$ cat config.mk
export PLATFORM = sky130hd
export DESIGN_NAME = rtfa_ram
export DESIGN_NICKNAME = d
export VERILOG_FILES = /design/src/hdl/rtfa_ram.sv
export SDC_FILE = /design/constraint.sdc
export NUM_CORES = 1
export LEC_CHECK = 0
export ABC_AREA = 1
export BUFFER_PORTS_ARGS = -buffer_cell sky130_fd_sc_hd__buf_2
export CORE_UTILIZATION = 45
export DETAILED_ROUTE_END_ITERATION = 16
export PLACE_DENSITY = 0.64
export SLEW_MARGIN = 0
export SYNTH_ARGS = -nofsm -noshare
export SYNTH_HDL_FRONTEND = slang
export SYNTH_SLANG_ARGS = --single-unit
$ cat constraint.sdc
create_clock -name aclk -period 1.4 [get_ports aclk]
set_input_delay 0.07 -clock aclk [delete_from_list [all_inputs] [get_ports aclk]]
set_output_delay 0.07 -clock aclk [all_outputs]
set_load 0.005 [all_outputs]
$ cat src/hdl/rtfa_ram.sv
module rtfa_ram #(
    parameter int WIDTH = 8,
    parameter int DEPTH = 32,
    localparam int AW = (DEPTH > 1) ? $clog2(DEPTH) : 1
) (
    input  logic             aclk,
    input  logic             we,
    input  logic [AW-1:0]    waddr,
    input  logic [WIDTH-1:0] wdata,
    input  logic [AW-1:0]    raddr,
    output logic [WIDTH-1:0] rdata
);

    logic [WIDTH-1:0] mem [DEPTH];

    always_ff @(posedge aclk) begin
        if (we) begin
            mem[waddr] <= wdata;
        end
        rdata <= mem[raddr];
    end

endmodule

==> parameters.txt <==
Parameter                              Value

Status
  Result of the run ... completed

Cells and area
  Share of the core filled with cells ... 0.5307
  Antenna fix cells ... 0
  Area growth from synthesis to final layout ... 15.49%
  Nets ... 1,013
  Share of layout cells above drive strength 1 ... 0.1313

Hold path
  Worst min path class ... input pin to flip-flop
  Instance count along the most critical hold path ... 2
  Start point of the worst hold path ... wdata[3]
  Worst hold endpoint ... mem[24][3]

Synth
  Total nets after synthesis ... 942
  Largest area contributor in the netlist ... edfxtp_1
  Number of warnings issued by yosys ... 0
  Post-synth EDFFs ... 256
  Synthesized cell area ... 10,790 um2
  Post-synthesis sequential element count ... 264
  Mean instance size in the synthesized netlist ... 11.70 um2
  Cells after synthesis ... 922
  Sequential element share of the synthesized area ... 0.7275
  Dominant synthesized flop cell ... edfxtp_1
  Most frequent cell after synthesis ... nand2_1
  Most numerous cell types in the synthesized netlist ... nand2_1, edfxtp_1, nand3_1, nor2_1, buf_6
  Fraction of synthesized cell area taken by the top area cell type ... 0.7127
  Ranking of synthesized cells by area ... edfxtp_1, nand2_1, nand3_1
  Async S/R FF share, synth ... 0
  Synth unique cells ... 12

Clock tree
  Num CTS Buffers ... 27
  CTS tree ... yes
  Clock transition at the registers of the reported paths ... 0.06 ns
  Max Buffers Root-to-Sink ... 3
  Max H-tree Level ... 1
  Root buffer selected by CTS ... clkbuf_16
  Total number of clock tree sinks ... 264
  Source-to-sink clock delay at the later pin of the worst-skew pair ... 0.53 ns

Worst setup path
  Arrival time worst endpoint ... 1.57 ns
  Worst Setup Start Kind ... flip-flop
  Destination of the worst register-to-register timing path ... rdata[2]
  Startpoint of the worst register-to-register path ... mem[25][2]
  Required time of the worst setup path ... 1.80 ns
  R2R setup slack ... 0.23 ns
  Largest driver fanout on the critical path ... 1
  Critical path capture point type ... flip-flop
  Length in cells of the worst reg-to-reg path ... 8
  Worst Path Class, Setup ... flip-flop to flip-flop

STA
  Final-report max-slew violation count ... 0
  Setup repair after global routing missed its margin ... false
  Final Skew ... 0.008668 ns
  Normalized max-slew margin ... 0.5484
  Final hold viol count ... 0
  Achievable frequency ... 0.8558 GHz
  Number of endpoints failing setup at the final stage ... 0
  Shortest period the worst path allows ... 1.168 ns
  Fin Setup TNS ... 0 ns
  Fin crit share ... 0.8346
  Final setup slack of the worst path ... 0.2316 ns
  Worst Hold Slack ... 0.08441 ns
  Worst-Margin Slew ... 0.6767 ns

Die
  Die width ... 156.8 um
  Initial standard-cell utilization of the core ... 0.4595
  Placeable Area ... 23,470 um2
  Rows ... 56
  Die footprint ... 24,590 um2
  Die outline height ... 156.8 um
  Number of top-level pins ... 28

Global route
  Vias in the first global route ... 6,567
  Leftover overflow at the end of global routing ... 0
  Tot GR Track Use ... 0.2121
  Maximum number of pins on one net before global-route repair ... 67
  Wire length of the first global-routing pass ... 38.87 mm
  Initial antenna violation count ... 0

Place
  Port-buffer cells ... 27
  HPWL after detailed placement ... 14.93 mm
  Worst slack after detailed placement ... 0.02608 ns
  Global placement routability congestion ... 0.7486

Power and ir drop
  IR drop worst, VDD ... 1.059 mV
  Total power ... 17.09 mW
  Cell Pwr Density ... 1372 nW/um2
  Static leakage ... 4.708 nW

Drt
  Number of remaining DRC errors ... 0
  Routed via count ... 7,039
  Number of nets still failing antenna checks after routing ... 0
  Final wirelength ... 25.15 mm
  Initial detailed-routing violation count ... 723
  Average via count per standard cell ... 5.285
  TritonRoute pass-1 iters ... 7
  Routed WL per cell ... 18.88 um

Job
  Max-Cap Viols ... 0
## worst max-delay path: stages (launching register included)
cell	delay [ns]
edfxtp_1	0.35
nand2_1	0.07
nand3_1	0.08
nand3_1	0.14
nand2_1	0.10
nand2_1	0.08
nand2_1	0.06
nand2_1	0.07
nand2_1	0.10
## cell type report
class	instances	area [um2]
inverter	10	38.79
tap	319	399.1
clock inverter	18	187.7
multi-input combinational	596	2492
fill	2020	11020
clock buffer	31	690.7
timing repair buffer	94	800.8
sequential	264	7848
## logic make-up after synthesis
| group | count (synthesis) | share of synthesized area |
|---|---|---|
| buffers and inverters | 62 | 0.04141 |
| DFF | 264 | 0.7275 |
| and+or+nand+nor | 596 | 0.2311 |
## sequential cells by signal (all words and copies together) (netlist names)
signal,cells
mem,256
rdata,8
## power breakdown
group          internal, mW  switching (mW)
registers              8.78          0.0342
logic                 0.353           0.771
clock network          4.26            2.89
## cell usage in the layout, fill, tap and decap left out, types with 8 or more instances in the layout
| cell type | count |
|---|---|
| nand2_1 | 360 |
| edfxtp_1 | 256 |
| nand3_1 | 204 |
| buf_4 | 52 |
| nor2_1 | 32 |
| clkbuf_16 | 27 |
| buf_2 | 26 |
| buf_12 | 12 |
| clkinv_2 | 10 |
| inv_1 | 8 |
| dfxtp_1 | 8 |
## through the flow
step / area (um2) / cells
floorplan: 10790 / 922
global placement: 11540 / 1279
detailed placement: 11540 / 1279
CTS: 12460 / 1332
global route: 12460 / 1332
finish: 12460 / 1332
## metal layers
layer,wire [um],global-route usage
met3,1720,0.02963
met5,0,0
met1,11400,0.3153
met4,362,0.04528
met2,11660,0.3316
## timing repair
action | 4_1_cts | 5_1_grt
resized for setup | 0 | 0
hold buffers | 4 | 0
setup endpoints to repair | 0 | 0
endpoints found under the hold margin | 62 | 0
setup buffers | 0 | 0
## how the worst max path moves through the flow
| stage | startpoint | endpoint | slack (ns) | depth (start not counted) |
|---|---|---|---|---|
| after floorplan | waddr[0] | mem[0][0] | 0.30 | 3 |
| after global placement | raddr[0] | rdata[2] | 0.05 | 11 |
| after detailed placement | raddr[0] | rdata[2] | 0.03 | 11 |
| after CTS | mem[15][3] | rdata[3] | 0.25 | 8 |
| after global routing | mem[15][3] | rdata[3] | 0.13 | 8 |
| final | mem[25][2] | rdata[2] | 0.23 | 8 |
Note: power is estimated with default switching activity, not from simulation.
